**src/xrr_pkg.sv**
```systemverilog
`timescale 1ns / 1ps
`default_nettype none
package xrr_pkg;

  // Request codes as they arrive on req_type.
  typedef enum logic [1:0] {
    REQ_FRAC  = 2'd0,
    REQ_MAX   = 2'd1,
    REQ_RANGE = 2'd2,
    REQ_SEED  = 2'd3
  } req_e;

  // Operations handed from the front to the back.
  typedef enum logic [1:0] {
    OP_FRAC,
    OP_ZERO,
    OP_MOD,
    OP_SEED
  } op_e;

  // One classified command. For OP_SEED, lo carries the seed.
  typedef struct packed {
    op_e         op;
    logic [63:0] lo;
    logic [63:0] diff;
  } cmd_t;

  // Back-end sequencer states.
  typedef enum logic [3:0] {
    ST_IDLE,
    ST_MUL5,
    ST_MUL9,
    ST_DIV,
    ST_SUM,
    ST_HOLD,
    ST_SD_ADD,
    ST_SD_X30,
    ST_SD_MUL,
    ST_SD_X27,
    ST_SD_X31
  } state_e;

  localparam int FIFO_DEPTH = 2;
  localparam int PTR_W      = $clog2(FIFO_DEPTH);
  localparam int CNT_W      = $clog2(FIFO_DEPTH + 1);

  localparam int DIV_STEPS  = 64;
  localparam int DCNT_W     = $clog2(DIV_STEPS);

  localparam logic [63:0] W_INIT0   = 64'h12345678deadbeef;
  localparam logic [63:0] W_INIT1   = 64'habcdef0123456789;
  localparam logic [63:0] W_INIT2   = 64'h9876543210fedcba;
  localparam logic [63:0] W_INIT3   = 64'hfedcba9876543210;
  localparam logic [63:0] SM_GOLDEN = 64'h9e3779b97f4a7c15;
  localparam logic [63:0] SM_MUL1   = 64'hbf58476d1ce4e5b9;
  localparam logic [63:0] SM_MUL2   = 64'h94d049bb133111eb;

  localparam int SHIFT_B = 17;
  localparam int ROT_D   = 45;

endpackage
`default_nettype wire

```
**src/xrr_front.sv**
```systemverilog
`timescale 1ns / 1ps
`default_nettype none
module xrr_front (
  input  wire logic [1:0]  req_type_i,
  input  wire logic [63:0] arg_a_i,
  input  wire logic [63:0] arg_b_i,
  output xrr_pkg::cmd_t    cmd_o
);

  logic swap;

  // Reversed bounds are detected with a signed compare.
  assign swap = $signed(arg_b_i) < $signed(arg_a_i);

  // Classify the request and prepare lower bound and span minus one.
  always_comb begin
    cmd_o.op   = xrr_pkg::OP_FRAC;
    cmd_o.lo   = '0;
    cmd_o.diff = '0;
    unique case (xrr_pkg::req_e'(req_type_i))
      xrr_pkg::REQ_FRAC: begin
        cmd_o.op = xrr_pkg::OP_FRAC;
      end
      xrr_pkg::REQ_MAX: begin
        if (arg_a_i[63] || arg_a_i == 64'd0) begin
          cmd_o.op = xrr_pkg::OP_ZERO;
        end else begin
          cmd_o.op   = xrr_pkg::OP_MOD;
          cmd_o.diff = arg_a_i;
        end
      end
      xrr_pkg::REQ_RANGE: begin
        cmd_o.op   = xrr_pkg::OP_MOD;
        cmd_o.lo   = swap ? arg_b_i : arg_a_i;
        cmd_o.diff = swap ? (arg_a_i - arg_b_i) : (arg_b_i - arg_a_i);
      end
      xrr_pkg::REQ_SEED: begin
        cmd_o.op = xrr_pkg::OP_SEED;
        cmd_o.lo = arg_a_i;
      end
      default: begin
        cmd_o.op = xrr_pkg::OP_FRAC;
      end
    endcase
  end

endmodule
`default_nettype wire

```
**config.mk**
```make
export PLATFORM = sky130hd
export DESIGN_NAME = xrr_front
export DESIGN_NICKNAME = d
export VERILOG_FILES = /design/src/xrr_pkg.sv /design/src/xrr_front.sv
export SDC_FILE = /design/constraint.sdc
export NUM_CORES = 1
export LEC_CHECK = 0
export BUFFER_PORTS_ARGS = -buffer_cell sky130_fd_sc_hd__clkbuf_2
export CORE_MARGIN = 8
export CORE_UTILIZATION = 45
export DETAILED_ROUTE_END_ITERATION = 12
export MAX_ROUTING_LAYER = met4
export PLACE_DENSITY_LB_ADDON = 0.3
export REMOVE_ABC_BUFFERS = 1
export SYNTH_ARGS = -nofsm -noshare
export SYNTH_HDL_FRONTEND = slang
export SYNTH_SLANG_ARGS = --single-unit
```
**constraint.sdc**
```tcl
create_clock -name vclk -period 5.8
set_clock_uncertainty 0.2 [all_clocks]
set_input_delay 1.16 -clock vclk [all_inputs]
set_output_delay 1.16 -clock vclk [all_outputs]
set_load 0.05 [all_outputs]
```
==> flow_results.xml <==
<?xml version="1.0" encoding="UTF-8"?>
<metrics>
  <group name="yosys">
    <metric name="synth_simple_gate_area_share" unit="">0.2053</metric>
    <metric name="synth_compound_area_frac" unit="">0.4184</metric>
    <metric name="yosys_warnings" unit="">0</metric>
    <metric name="synth_xor_area_frac" unit="">0.05467</metric>
    <metric name="avgSynthCellArea" unit="sq um">6.416</metric>
    <metric name="synth_largest_type_area_fraction" unit="">0.1705</metric>
    <metric name="synth_area" unit="sq um">9612</metric>
    <metric name="ranking_of_synthesized_cells_by_area" unit="">ha_1 (17%), a21oi_1 (8.4%), o21ai_0 (7.7%)</metric>
    <metric name="synth.area.mux_share" unit="">0.02786</metric>
    <metric name="post_synth_inst_count" unit="">1498</metric>
    <metric name="yosysUniqueCellTypes" unit="">84</metric>
    <metric name="post_synthesis_cell_type_with_the_largest_combined_area" unit="">ha_1</metric>
    <metric name="synth.yosys.seq_area_share" unit="">0</metric>
    <metric name="combinational_family_with_the_most_area_after_synthesis" unit="">compound AO/OA/AOI/OAI gates</metric>
    <metric name="synth_fa_ha_area_frac" unit="">0.1747</metric>
  </group>
  <group name="outcome">
    <metric name="violations" unit="">setup timing</metric>
    <metric name="outcome" unit="">finished, violations left</metric>
  </group>
  <group name="power_and_ir_drop">
    <metric name="vdd.ir_drop.worst" unit="V">0.0001029</metric>
    <metric name="power_density" unit="nW/um^2">144.6</metric>
    <metric name="total_power" unit="mW">2.433</metric>
    <metric name="p_leak" unit="nW">8.232</metric>
  </group>
  <group name="die">
    <metric name="floorplan.die.width" unit="um">162.2</metric>
    <metric name="die_area" unit="sq um">26290</metric>
    <metric name="core_area" unit="sq um">21020</metric>
    <metric name="start_util" unit="">0.4572</metric>
    <metric name="rows" unit="">53</metric>
    <metric name="io_pins" unit="">260</metric>
    <metric name="die_height" unit="um">162.2</metric>
  </group>
  <group name="cells_and_area">
    <metric name="fraction_of_the_core_area_covered_by_cells_at_the_end_of_the_flow" unit="">0.8007</metric>
    <metric name="flow.area_growth_from_synthesis" unit="%">75.12</metric>
    <metric name="final_common_cell" unit="">buf_4</metric>
    <metric name="nets" unit="">2294</metric>
    <metric name="clockBufferCount" unit="">0</metric>
    <metric name="finish.instance_area" unit="sq um">16830</metric>
    <metric name="drive_above_1_share" unit="">0.4189</metric>
    <metric name="regArea" unit="sq um">0</metric>
    <metric name="design.seq.count" unit="">0</metric>
    <metric name="final_cell_mix" unit="">buf_4 (334), inv_1 (157), nand2_1 (156)</metric>
    <metric name="final_cells" unit="">2305</metric>
  </group>
  <group name="sta">
    <metric name="max_freq" unit="MHz">168.1</metric>
    <metric name="setup_violations" unit="">58</metric>
    <metric name="setup_slack" unit="ns">-0.1490</metric>
    <metric name="finalCritPeriodShare" unit="">1.026</metric>
    <metric name="rsz0062_at_grt" unit="">true</metric>
    <metric name="max_slew_headroom" unit="">0.3402</metric>
    <metric name="timing.final.max_slew_violations" unit="">0</metric>
    <metric name="finalWorstPathRequiredPeriod" unit="ns">5.949</metric>
    <metric name="hold_violations" unit="">0</metric>
    <metric name="worst-slew-pin-transition" unit="ns">0.9898</metric>
  </group>
  <group name="detailed_routing">
    <metric name="via_per_inst" unit="">6.266</metric>
    <metric name="antenna_violating_nets_post_route" unit="">0</metric>
    <metric name="route.detailed.wl_per_inst" unit="um">22.55</metric>
    <metric name="drt_first_pass_iters" unit="">5</metric>
    <metric name="num_vias" unit="">14442</metric>
    <metric name="initialDrtViolationCount" unit="">1602</metric>
    <metric name="drcViolationCount" unit="">0</metric>
    <metric name="route.final.wire_length" unit="um">51970</metric>
  </group>
  <group name="setup_path">
    <metric name="critical_path_class" unit="">input pin to primary output</metric>
    <metric name="worst-endpoint-required" unit="ns">4.44</metric>
    <metric name="worst_ep_arrival_time" unit="ns">4.59</metric>
    <metric name="timing.critical_path.from_type" unit="">input pin</metric>
    <metric name="crit_path_max_fanout" unit="">5</metric>
    <metric name="end_kind" unit="">primary output</metric>
  </group>
  <group name="global_route">
    <metric name="globalRoute.busiestLayer" unit="">met2</metric>
    <metric name="met2_global_route_usage" unit="">0.5801</metric>
    <metric name="grt_pass1_wl" unit="um">73660</metric>
    <metric name="global_route.usage.met1" unit="">0.4488</metric>
    <metric name="initial_antenna_violation_count" unit="">1</metric>
    <metric name="first_global_vias" unit="">13529</metric>
    <metric name="global_route.usage.total" unit="">0.3509</metric>
    <metric name="grt_start_max_net_pins" unit="">46</metric>
    <metric name="globalRoute.totalOverflow" unit="">0</metric>
    <metric name="gr-usage-met3" unit="">0.03695</metric>
  </group>
  <group name="placement">
    <metric name="dpl.cell_count" unit="">2273</metric>
    <metric name="buffer_ports.inserted" unit="">260</metric>
    <metric name="place.detailed.hpwl" unit="um">40450</metric>
    <metric name="place_congestion" unit="">1.059</metric>
    <metric name="postPlaceCellArea" unit="sq um">15120</metric>
    <metric name="post-place-ws" unit="ns">-0.4178</metric>
  </group>
  <group name="worst_hold_path">
    <metric name="min_path_type" unit="">input pin to primary output</metric>
  </group>
  <group name="job">
    <metric name="max-cap-violations" unit="">0</metric>
  </group>
</metrics>
==> timing repair <==
item | CTS | global route
pin swaps | 28 | 78
gates cloned | 0 | 12
hold buffers | 0 | 0
buffers inserted | 3 | 22
gates resized for setup | 89 | 255
hold endpoints to repair | 0 | 0
endpoints found under the setup margin | 110 | 110
==> per-layer routing <==
metal	wire length [um]	vias up
met3	5232	160
met5	0	-
met4	2159	0
li1	-	6502
met1	20830	6832
met2	23750	948
==> path summary, 6_finish.rpt <==
kind / from / end / depth (start not counted)
setup / recovery: arg_a_i[15] / cmd_o[16] / 18
hold / removal: arg_b_i[23] / cmd_o[87] / 3
==> synthesized netlist by cell type (9+ instances only) <==
master	count
and3_1	9
xor2_1	23
o31ai_1	9
clkbuf_1	36
nand2_1	160
a21oi_1	161
buf_2	34
o211ai_1	12
a211oi_1	15
o21ai_1	19
o21a_1	13
nand4_1	35
buf_4	21
nor4_1	18
a31oi_1	11
nor2_1	72
a221o_1	9
nand3_1	30
nor3_1	24
ha_1	131
a22o_1	65
nor2b_1	11
a21o_1	55
and2_1	9
o21bai_1	25
inv_1	160
mux2i_1	20
o21ai_0	147
xnor2_1	37
==> area by class of cell <==
class,instances,area [sq um]
multi-input cells,1239,9575
fillers,1429,4189
repair buffers,630,6302
diodes,1,2.502
well taps,275,344.1
inverters,160,608.1
==> cells by family (layout without fill, tap and decap cells) <==
| group | after synthesis | in the layout |
|---|---|---|
| adder cells (fa/ha/maj) | 133 | 133 |
| buffers and inverters | 260 | 790 |
| AO/OA/AOI/OAI | 611 | 612 |
| XOR/XNOR | 60 | 60 |
| AND/OR/NAND/NOR | 408 | 408 |
| other | 0 | 1 |
| multiplexers | 26 | 26 |
==> worst max-delay path: stages <==
cell and delay (ns):
clkbuf_2 0.10, inv_1 0.04, ha_1 0.35, a21oi_2 0.21, o21ai_0 0.24, a22oi_2 0.30
o21ai_2 0.11, a31o_4 0.26, nor4_4 0.31, or2_4 0.23, buf_6 0.11, buf_6 0.10
mux2_4 0.31, a21oi_2 0.12, xor2_1 0.23, o21ai_1 0.11, buf_4 0.16, buf_12 0.14
==> where the power goes <==
group / switching (mW) / total (mW) / internal (mW)
combinational: 1.34 / 2.43 / 1.10
clock: 0 / 0.0000000100 / 0.0000000100
sequential: 0 / 0 / 0
==> through the flow <==
step                      setup TNS (ns)  hold slack (ns)
after floorplan                  -279.16            2.419
after global placement            -12.75            2.540
after detailed placement          -21.78            2.545
after CTS                     -0.0003677            2.544
after global routing              -15.65            2.516
final                             -2.702            2.499
No activity file was read; power rests on OpenSTA's default activity.
