==> src/xrr_pkg.sv <==
`timescale 1ns / 1ps
`default_nettype none
package xrr_pkg;

  // Request codes as they arrive on req_type.
  typedef enum logic [1:0] {
    REQ_FRAC  = 2'd0,
    REQ_MAX   = 2'd1,
    REQ_RANGE = 2'd2,
    REQ_SEED  = 2'd3
  } req_e;

  // Operations handed from the front to the back.
  typedef enum logic [1:0] {
    OP_FRAC,
    OP_ZERO,
    OP_MOD,
    OP_SEED
  } op_e;

  // One classified command. For OP_SEED, lo carries the seed.
  typedef struct packed {
    op_e         op;
    logic [63:0] lo;
    logic [63:0] diff;
  } cmd_t;

  // Back-end sequencer states.
  typedef enum logic [3:0] {
    ST_IDLE,
    ST_MUL5,
    ST_MUL9,
    ST_DIV,
    ST_SUM,
    ST_HOLD,
    ST_SD_ADD,
    ST_SD_X30,
    ST_SD_MUL,
    ST_SD_X27,
    ST_SD_X31
  } state_e;

  localparam int FIFO_DEPTH = 2;
  localparam int PTR_W      = $clog2(FIFO_DEPTH);
  localparam int CNT_W      = $clog2(FIFO_DEPTH + 1);

  localparam int DIV_STEPS  = 64;
  localparam int DCNT_W     = $clog2(DIV_STEPS);

  localparam logic [63:0] W_INIT0   = 64'h12345678deadbeef;
  localparam logic [63:0] W_INIT1   = 64'habcdef0123456789;
  localparam logic [63:0] W_INIT2   = 64'h9876543210fedcba;
  localparam logic [63:0] W_INIT3   = 64'hfedcba9876543210;
  localparam logic [63:0] SM_GOLDEN = 64'h9e3779b97f4a7c15;
  localparam logic [63:0] SM_MUL1   = 64'hbf58476d1ce4e5b9;
  localparam logic [63:0] SM_MUL2   = 64'h94d049bb133111eb;

  localparam int SHIFT_B = 17;
  localparam int ROT_D   = 45;

endpackage
`default_nettype wire

==> src/xrr_cmd_fifo.sv <==
`timescale 1ns / 1ps
`default_nettype none
module xrr_cmd_fifo (
  input  wire logic          clk_i,
  input  wire logic          rst_ni,
  input  wire logic          wr_i,
  input  xrr_pkg::cmd_t      wdata_i,
  output logic               full_o,
  input  wire logic          rd_i,
  output xrr_pkg::cmd_t      rdata_o,
  output logic               empty_o
);

  xrr_pkg::cmd_t                 mem_q [xrr_pkg::FIFO_DEPTH];
  logic [xrr_pkg::PTR_W-1:0]     wptr_q, wptr_d, rptr_q, rptr_d;
  logic [xrr_pkg::CNT_W-1:0]     cnt_q, cnt_d;
  logic                          do_wr, do_rd;

  assign full_o  = (cnt_q == xrr_pkg::CNT_W'(xrr_pkg::FIFO_DEPTH));
  assign empty_o = (cnt_q == '0);
  assign do_wr   = wr_i && !full_o;
  assign do_rd   = rd_i && !empty_o;
  assign rdata_o = mem_q[rptr_q];

  // Pointer and fill count update.
  always_comb begin
    wptr_d = wptr_q;
    rptr_d = rptr_q;
    cnt_d  = cnt_q;
    if (do_wr) begin
      wptr_d = (wptr_q == xrr_pkg::PTR_W'(xrr_pkg::FIFO_DEPTH - 1)) ? '0 : wptr_q + 1'b1;
    end
    if (do_rd) begin
      rptr_d = (rptr_q == xrr_pkg::PTR_W'(xrr_pkg::FIFO_DEPTH - 1)) ? '0 : rptr_q + 1'b1;
    end
    if (do_wr && !do_rd) begin
      cnt_d = cnt_q + 1'b1;
    end else if (do_rd && !do_wr) begin
      cnt_d = cnt_q - 1'b1;
    end
  end

  always_ff @(posedge clk_i or negedge rst_ni) begin
    if (!rst_ni) begin
      wptr_q <= '0;
      rptr_q <= '0;
      cnt_q  <= '0;
    end else begin
      wptr_q <= wptr_d;
      rptr_q <= rptr_d;
      cnt_q  <= cnt_d;
    end
  end

  // Entry storage.
  always_ff @(posedge clk_i) begin
    if (do_wr) begin
      mem_q[wptr_q] <= wdata_i;
    end
  end

endmodule
`default_nettype wire

==> config.mk <==
export PLATFORM = sky130hd
export DESIGN_NAME = xrr_cmd_fifo
export DESIGN_NICKNAME = d
export VERILOG_FILES = /design/src/xrr_pkg.sv /design/src/xrr_cmd_fifo.sv
export SDC_FILE = /design/constraint.sdc
export NUM_CORES = 1
export LEC_CHECK = 0
export BUFFER_PORTS_ARGS = -buffer_cell sky130_fd_sc_hd__buf_2
export CORE_MARGIN = 1.5
export CORE_UTILIZATION = 38
export DETAILED_ROUTE_END_ITERATION = 7
export HOLD_SLACK_MARGIN = 0.03
export MAX_ROUTING_LAYER = met4
export PLACE_DENSITY = 0.63
export SETUP_SLACK_MARGIN = 0.2
export SYNTH_ARGS = -nofsm -noshare
export SYNTH_HDL_FRONTEND = slang
export SYNTH_SLANG_ARGS = --single-unit
export TNS_END_PERCENT = 10
==> constraint.sdc <==
create_clock -name clk_i -period 7.7 [get_ports clk_i]
set_input_delay 1.925 -clock clk_i [delete_from_list [all_inputs] [get_ports clk_i]]
set_output_delay 1.925 -clock clk_i [all_outputs]
set_load 0.02 [all_outputs]
==> results of run 1 <==
-- cells in the mapped netlist (all sizes together) --
| cell type | instances | share of area [%] |
|---|---|---|
| xor2 | 2 | 0.18 |
| nand2 | 1 | 0.038 |
| ha | 1 | 0.13 |
| inv | 2 | 0.075 |
| nor2 | 3 | 0.11 |
| o21ai | 1 | 0.050 |
| edfxtp | 260 | 78 |
| and3 | 1 | 0.063 |
| nand2b | 1 | 0.063 |
| xnor2 | 3 | 0.26 |
| mux2 | 130 | 18 |
| buf | 15 | 1.5 |
| dfrtp | 4 | 1.0 |
-- power by group --
group / leakage (nW) / total [mW] / internal, mW / switching (mW)
clock network: 0.434 / 1.29 / 0.785 / 0.507
registers: 2.46 / 2.12 / 1.97 / 0.148
logic: 2.02 / 1.66 / 0.725 / 0.934
-- final cells by class --
class,instances,area (um2)
Tap cell,335,419
Clock buffer,37,756
Inverter,2,7.51
Timing Repair Buffer,269,1370
Multi-Input combinational cell,143,1900
Sequential cell,264,7910
Antenna cell,3,7.51
Fill cell,2210,13400
Clock inverter,14,140
-- registers in the layout, summed over array words and instances (netlist names) --
name,count
cnt_q,2
rptr_q,1
wptr_q,1
mem_q,260
-- per-stage QoR --
step                total power, mW  worst slack (ns)  hold WS [ns]  utilization [%]
floorplan                      3.40              1.86         0.479                -
finish                         5.07              3.04         0.524             48.3
global route                   5.31              2.88         0.556             48.3
CTS                            5.15              2.97         0.516             48.3
global placement               3.79              3.58         0.502             44.8
detailed placement             3.84              3.50         0.503             44.8
-- layer usage --
layer | track usage, % | share of wire [%] | vias to the layer above
met4 | 4.14 | 2.2 | 0
met3 | 3.87 | 8.0 | 32
li1 | - | - | 2256
met2 | 21.7 | 50 | 191
met1 | 15.5 | 40 | 2417
met5 | - | 0 | -
-- worst paths after layout --
path | end | slack [ns] | cells past startpoint
setup / recovery | rdata_o[127] | 3.04 | 3
hold / removal | cnt_q[1]$_DFFE_PN0P_ | 0.52 | 1
hold reg to reg | cnt_q[1]$_DFFE_PN0P_ | 0.52 | 1
max in group asynchronous | rptr_q$_DFFE_PN0P_ | 6.38 | 1
min in group asynchronous | wptr_q$_DFFE_PN0P_ | 1.19 | 1
setup reg to reg | mem_q[1][81]$_DFFE_PP_ | 4.96 | 3
-- kinds of logic (layout without fill, tap and decap cells) --
kind of cell,after synthesis,after routing,share of synthesized area [%]
mux,130,130,18.1
other cells,0,3,0
flops,264,264,79.4
fa+ha+maj,1,1,0.126
simple gates,6,6,0.277
buf+inv,17,322,1.56
xor+xnor,5,5,0.440
compound gates,1,1,0.0502
-- worst register-to-register path, stage by stage (launching register included) --
cell	delay, ns
dfrtp_1	0.43
nand2b_1	0.18
and3_4	0.73
buf_4	0.91
==> impl_metrics.csv, run 1 <==
group,metric,value,unit
clock_tree,postCtsSetupBuffers,0,
clock_tree,htreeDepth,1,
timing,slew_headroom,31.0,%
clock_tree,clk_path_buf_depth,3,
timing,tightest_slew,1.03,ns
die,dieWidth,165,um
layout,nNetsFinal,843,
grt,grt_pass1_vias,5130,
timing,fin_crit,4.66,ns
layout,final_common_cell,"buf_2",
grt,antenna_found_initial,3,
clock_tree,cts_buffers,28,
clock_tree,root_buffer,"clkbuf_16",
synth,synth_seq_cells,264,
critical_path,slowest_stage,"dfrtp_4",
place,place_inst,1013,
routing,final_antenna_net_count,0,
routing,vias,4896,
place,dpl.hpwl,11.9,mm
synth,syn-cell-area,9950,um2
layout,stdcell_count,1067,
clock_tree,cts_hold_buf,0,
clock_tree,clock_latency,0.52,ns
clock_tree,cts.reportedPaths.clkPinSlew,0.06,ns
critical_path,worst-path-buf-inv,2,
synth,avgSynthCellArea,23.5,um2
critical_path,crit_path_max_incr_delay,1.02,ns
routing,drt_wl_total,18.3,mm
timing,fin_setup_tns,0,ns
grt,grt_pass1_wl,26.7,mm
die,pin_count,266,
layout,drive_gt1_share,60.2,%
synth,ys_seq_area_share,79.4,%
critical_path,startpoint,"rptr_q$_DFFE_PN0P_",
synth,syn_inst,424,
die,die-area,27200,um2
place,place_congestion,0.719,
die,start_util,38.4,%
grt,grt_max_degree,82,
grt,grt_util_all_layers,13.1,%
routing,drc_errors,0,
pwr,power_leakage,4.92,nW
status,status,"finished, final reports clean",
critical_path,cp.arrival,2.74,ns
pwr,powerDensity,405,nW/um2
min_path,hold_class,"reg2reg",
timing,final-hold-violation-count,0,
die,core_area,25900,um2
pwr,peakVddDrop,246,uV
critical_path,cp_max_fo,81,
min_path,worstHoldStart,"cnt_q[1]$_DFFE_PN0P_",
routing,dr.pass1.iters,4,
timing,rsz0062_at_grt,"no",
die,die_y,165,um
place,placed_cell_area,11600,um2
clock_tree,clkSinkCount,264,
critical_path,crit_family,"flip-flops",
critical_path,crit_chain,"buf_12, mux2_2, buf_2",
clock_tree,cts-resized-gates,0,
routing,via_per_inst,4.59,
timing,drv_slew,0,
layout,stdcell_area,12500,um2
critical_path,cp.required,5.78,ns
synth,yosysWarnings,0,
flow_run,max_cap_viol_count,0,
clock_tree,cts_tree,"done",
timing,fin_crit_sh,60.6,%
layout,final_cell_mix,"buf_2, edfxtp_1, mux2_4",
timing,fmax,214,MHz
critical_path,end_kind,"output pin",
routing,drtIter0Drc,274,
synth,ys_types,16,
grt,overflow,0,
critical_path,r2r_start,"cnt_q[0]$_DFFE_PN0P_",
place,io_buffers,265,
timing,setup_viol,0,
critical_path,startpoint_type,"register",
timing,finalClockSkew,0.00856,ns
routing,wl_per_cell,17.1,um
synth,synth_fp_nets,559,
die,rows,59,
critical_path,worst-setup-path-type,"reg2out",
layout,syn_to_final_growth,25.7,%
(Power assumes the default switching activity.)
==> run 2, diff against run 1 <==
Clock period 7.7 ns to 4.7 ns, I/O delays scaled along.
==> run 2 against run 1 <==
  * Non-clock buffer count rose by 3
  * First-iteration DRC count rose by 5.8%
  * Hold slack got worse by 0.071 ns
  * Cell count rose by 0.19%
  * Via count fell by 0.14%
  * Critical endpoint is now rdata_o[107]
  * Largest cell class unchanged
  * Highest routed layer unchanged
==> impl_metrics.csv, run 2 (synthesized netlist as in run 1, its figures left out) <==
group,metric,value,unit
die,die-area,27200,um2
die,dieWidth,165,um
layout,final_cell_mix,"buf_2, edfxtp_1, mux2_4",
routing,wl_met2,9.67,mm
layout,finish.utilization,48.4,%
place,io_buffers,265,
timing,fin_crit_sh,76.9,%
die,die_y,165,um
critical_path,r2r_setup_slack,2.55,ns
timing,tightest_slew,1.00,ns
critical_path,r2r_end,"mem_q[1][97]$_DFFE_PP_",
timing,fin_crit,3.61,ns
pwr,p_total,8.32,mW
critical_path,cp.required,3.52,ns
pwr,powerDensity,663,nW/um2
timing,hold_slack,0.453,ns
min_path,hold_class,"in2async",
routing,top_layer_used,"met4",
routing,final_antenna_net_count,0,
place,place_inst,1016,
layout,n_fill_cell,2134,
critical_path,startpoint_type,"register",
clock_tree,cts_tree,"done",
critical_path,cp.arrival,2.44,ns
clock_tree,cts_hold_buf,0,
timing,final-hold-violation-count,0,
critical_path,r2r_start,"cnt_q[0]$_DFFE_PN0P_",
critical_path,end_kind,"output pin",
grt,grt_pass1_wl,27.5,mm
status,status,"finished, final reports clean",
routing,drtIter0Drc,290,
die,start_util,38.4,%
routing,drt_wl_total,18.9,mm
clock_tree,clock_latency,0.52,ns
clock_tree,cts-resized-gates,0,
routing,dr_wl_met3,1.41,mm
pwr,power_leakage,4.93,nW
routing,via_per_inst,4.57,
timing,fin_setup_tns,0,ns
pwr,peakVddDrop,367,uV
layout,drive_gt1_share,60.5,%
routing,drc_errors,0,
layout,syn_to_final_growth,26.0,%
clock_tree,clkSinkCount,264,
clock_tree,htreeDepth,1,
routing,wl_met1,7.43,mm
place,dpl.hpwl,13.0,mm
die,pin_count,266,
critical_path,worst-setup-path-type,"reg2out",
timing,rsz0062_at_grt,"no",
grt,grt_util_all_layers,13.7,%
grt,overflow,0,
die,rows,59,
critical_path,cp_max_fo,34,
die,core_area,25900,um2
grt,antenna_found_initial,5,
timing,setup_viol,0,
clock_tree,root_buffer,"clkbuf_16",
grt,grt_pass1_vias,5139,
grt,grt_max_degree,74,
routing,wl_per_cell,17.7,um
timing,slew_headroom,33.3,%
layout,largest_register_ffs,260,
layout,top_register,"mem_q",
clock_tree,cts.reportedPaths.clkPinSlew,0.06,ns
critical_path,ff2ff_path_depth,3,
layout,stdcell_count,1069,
flow_run,max_cap_viol_count,0,
clock_tree,clk_path_buf_depth,3,
layout,nNetsFinal,845,
clock_tree,cts_buffers,27,
place,place_congestion,0.766,
clock_tree,postCtsSetupBuffers,0,
routing,vias,4889,
timing,fmax,277,MHz
timing,drv_slew,0,
timing,finalClockSkew,0.00700,ns
routing,dr.pass1.iters,4,
layout,reg.largest.list,"mem_q: 260 flops, cnt_q: 2 flops",
layout,final_common_cell,"buf_2",
run 2: final cells by class:
cell class / instances / area (um2) / share of cell area (%)
antenna: 5 / 12.5 / 0.0997
clock buffer: 36 / 729 / 5.81
clock inverter: 12 / 158 / 1.26
inverter: 2 / 7.51 / 0.0598
multi-input combinational: 143 / 1900 / 15.2
sequential: 264 / 7910 / 63.1
tap: 335 / 419 / 3.34
timing repair buffer: 272 / 1400 / 11.2
run 2: worst max-delay path by stage:
stage | startpoint | endpoint | slack [ns] | cells after the start
2_1_floorplan | wr_i | mem_q[1][0]$_DFFE_PP_ | -0.007 | 1
3_3_place_gp | rptr_q$_DFFE_PN0P_ | rdata_o[107] | 1.66 | 3
3_5_place_dp | rptr_q$_DFFE_PN0P_ | rdata_o[107] | 1.62 | 3
4_1_cts | rptr_q$_DFFE_PN0P_ | rdata_o[107] | 1.05 | 3
5_1_grt | rptr_q$_DFFE_PN0P_ | rdata_o[107] | 0.99 | 3
6_report | rptr_q$_DFFE_PN0P_ | rdata_o[107] | 1.09 | 3
run 2: per-layer routing:
layer  track usage [%]  vias up
li1                  -     2265
met2              23.5      184
met4              4.01        0
met5                 -        -
met3              3.62       31
met1              15.8     2409
run 2: through the flow:
stage	area [um2]	setup WS, ns
after floorplan	9960	-0.00701
after CTS	12500	1.05
after global placement	11600	1.66
after detailed placement	11600	1.62
after global routing	12500	0.987
final	12500	1.09
run 2: power breakdown:
part	internal, mW	leakage, nW	switching (mW)
clock network	1.30	0.432	0.819
registers	3.23	2.46	0.211
logic	1.20	2.04	1.57
run 2: critical path: stages (launching register included):
cell and delay [ns]:
dfrtp_4 0.84, buf_4 0.50, mux2_2 0.38, buf_2 0.16
==> run 3, diff against run 2 <==
Settings changed: PLACE_DENSITY 0.63 to 0.65.
Clock period 4.7 ns to 3.1 ns, I/O delays scaled along.
==> run 3 against run 2 <==
  * Via count rose by 0.29%
  * Cell count is 0.19% lower
  * Count of clock-buffer cells in the layout up 1
  * Routed wire length down 3.0%
  * Largest cell class unchanged
  * Sequential cell count is the same
  * Setup slack got worse by 0.78 ns
  * Register-to-register slack got worse by 1.5 ns
  * Clock power rose by 35%
  * Core utilization up 0.058 points
  * Global-route usage fell by 0.42 points
  * Final area rose by 0.12%
==> impl_metrics.csv, run 3 (synthesized netlist as in run 1, its figures left out) <==
group,metric,value,unit
status,status,"finished, final reports clean",
timing,tightest_slew,0.639,ns
place,place_congestion,0.715,
clock_tree,cts_buffers,27,
critical_path,cp_max_fo,17,
layout,n_fill_cell,2146,
layout,reg.largest.list,"mem_q: 260 flops, cnt_q: 2 flops",
clock_tree,htreeDepth,1,
grt,grt_pass1_vias,5143,
clock_tree,cts-resized-gates,0,
die,start_util,38.4,%
layout,top_register,"mem_q",
flow_run,max_cap_viol_count,0,
clock_tree,clkSinkCount,264,
timing,fin_crit,2.80,ns
critical_path,worst-setup-path-type,"reg2out",
critical_path,startpoint_type,"register",
place,io_buffers,265,
pwr,powerDensity,988,nW/um2
clock_tree,cts.reportedPaths.clkPinSlew,0.06,ns
critical_path,cp.arrival,2.02,ns
layout,largest_register_ffs,260,
critical_path,slowest_stage,"dfrtp_4",
timing,drv_slew,0,
routing,final_antenna_net_count,0,
die,dieWidth,165,um
timing,rsz0062_at_grt,"no",
routing,wl_per_cell,17.2,um
routing,vias,4903,
routing,via_per_inst,4.60,
critical_path,crit_path_max_incr_delay,0.66,ns
timing,finalClockSkew,0.0167,ns
place,dpl.hpwl,12.4,mm
min_path,hold_class,"in2reg",
clock_tree,root_buffer,"clkbuf_16",
timing,setup_viol,0,
timing,fin_crit_sh,90.3,%
die,die-area,27200,um2
layout,drive_gt1_share,60.3,%
critical_path,crit_family,"flip-flops",
clock_tree,clock_latency,0.52,ns
routing,drc_errors,0,
timing,final-hold-violation-count,0,
critical_path,worst-path-buf-inv,2,
critical_path,cp.required,2.32,ns
grt,grt_util_all_layers,13.3,%
die,die_y,165,um
timing,fin_setup_tns,0,ns
timing,fmax,357,MHz
critical_path,end_kind,"output pin",
routing,drtIter0Drc,237,
die,rows,59,
grt,antenna_found_initial,1,
clock_tree,clk_path_buf_depth,3,
routing,drt_wl_total,18.3,mm
routing,dr.pass1.iters,6,
die,pin_count,266,
grt,overflow,0,
grt,grt_pass1_wl,26.8,mm
layout,final_cell_mix,"buf_2, edfxtp_1, mux2_4",
timing,slew_headroom,57.4,%
layout,finish.utilization,48.5,%
grt,grt_max_degree,84,
layout,nNetsFinal,849,
pwr,peakVddDrop,752,uV
pwr,power_leakage,4.93,nW
layout,syn_to_final_growth,26.2,%
layout,final_common_cell,"buf_2",
clock_tree,cts_tree,"done",
die,core_area,25900,um2
pwr,p_total,12.4,mW
critical_path,crit_chain,"buf_4, mux2_4, buf_2",
==> run 3: worst paths after layout <==
path | startpoint | cells past startpoint | end | slack [ns]
max in group asynchronous | rst_ni | 2 | rptr_q$_DFFE_PN0P_ | 2.35
hold reg to reg | cnt_q[1]$_DFFE_PN0P_ | 1 | cnt_q[1]$_DFFE_PN0P_ | 0.54
setup reg to reg | cnt_q[0]$_DFFE_PN0P_ | 3 | mem_q[1][36]$_DFFE_PP_ | 1.03
hold / removal | wdata_i[109] | 1 | mem_q[0][109]$_DFFE_PP_ | 0.44
min in group asynchronous | rst_ni | 2 | cnt_q[0]$_DFFE_PN0P_ | 0.61
setup / recovery | rptr_q$_DFFE_PN0P_ | 3 | rdata_o[58] | 0.30
==> run 3: worst register-to-register path, stage by stage, from the launching register on <==
cell	delay [ns]
dfrtp_1	0.44
nand2b_1	0.31
and3_4	0.58
buf_12	0.35
==> run 3: where the power goes <==
group	total, mW	internal (mW)	leakage (nW)	switching [mW]
clock network	2.86	1.67	0.377	1.19
registers	5.15	4.88	2.46	0.264
logic	4.41	1.93	2.09	2.47
==> run 3: what timing repair did <==
action / in CTS / in global routing
setup endpoints to repair: 104 / 0
hold buffers: 1 / 0
buffers inserted: 1 / 0
hold endpoints to repair: 4 / 0
==> run 3: metal layers <==
layer,track usage (%),vias up,routed length (um)
met4,3.56,0,432
met1,15.1,2417,7160
met3,3.72,33,1440
li1,-,2268,-
met2,23.0,185,9300
met5,-,-,0
==> run 3: layout make-up <==
class                   instances  area [um2]  share of cell area, %
clock inverters                 9        67.6                  0.538
flip-flops and latches        264        7910                   63.0
repair buffers                276        1520                   12.1
multi-input cells             143        1920                   15.3
diodes                          1        2.50                 0.0199
well taps                     335         419                   3.34
clock buffers                  37         713                   5.68
inverters                       2        7.51                 0.0598
==> run 3: through the flow <==
| step | cell area (um2) | worst slack, ns | cells | hold WS [ns] |
|---|---|---|---|---|
| 6_report | 12600 | 0.301 | 1067 | 0.441 |
| 5_1_grt | 12600 | 0.208 | 1067 | 0.418 |
| 4_1_cts | 12600 | 0.243 | 1066 | 0.410 |
| 3_5_place_dp | 11700 | 0.631 | 1018 | 0.526 |
| 3_3_place_gp | 11700 | 0.673 | 1018 | 0.501 |
| 2_1_floorplan | 9980 | -0.0685 | 424 | 0.479 |
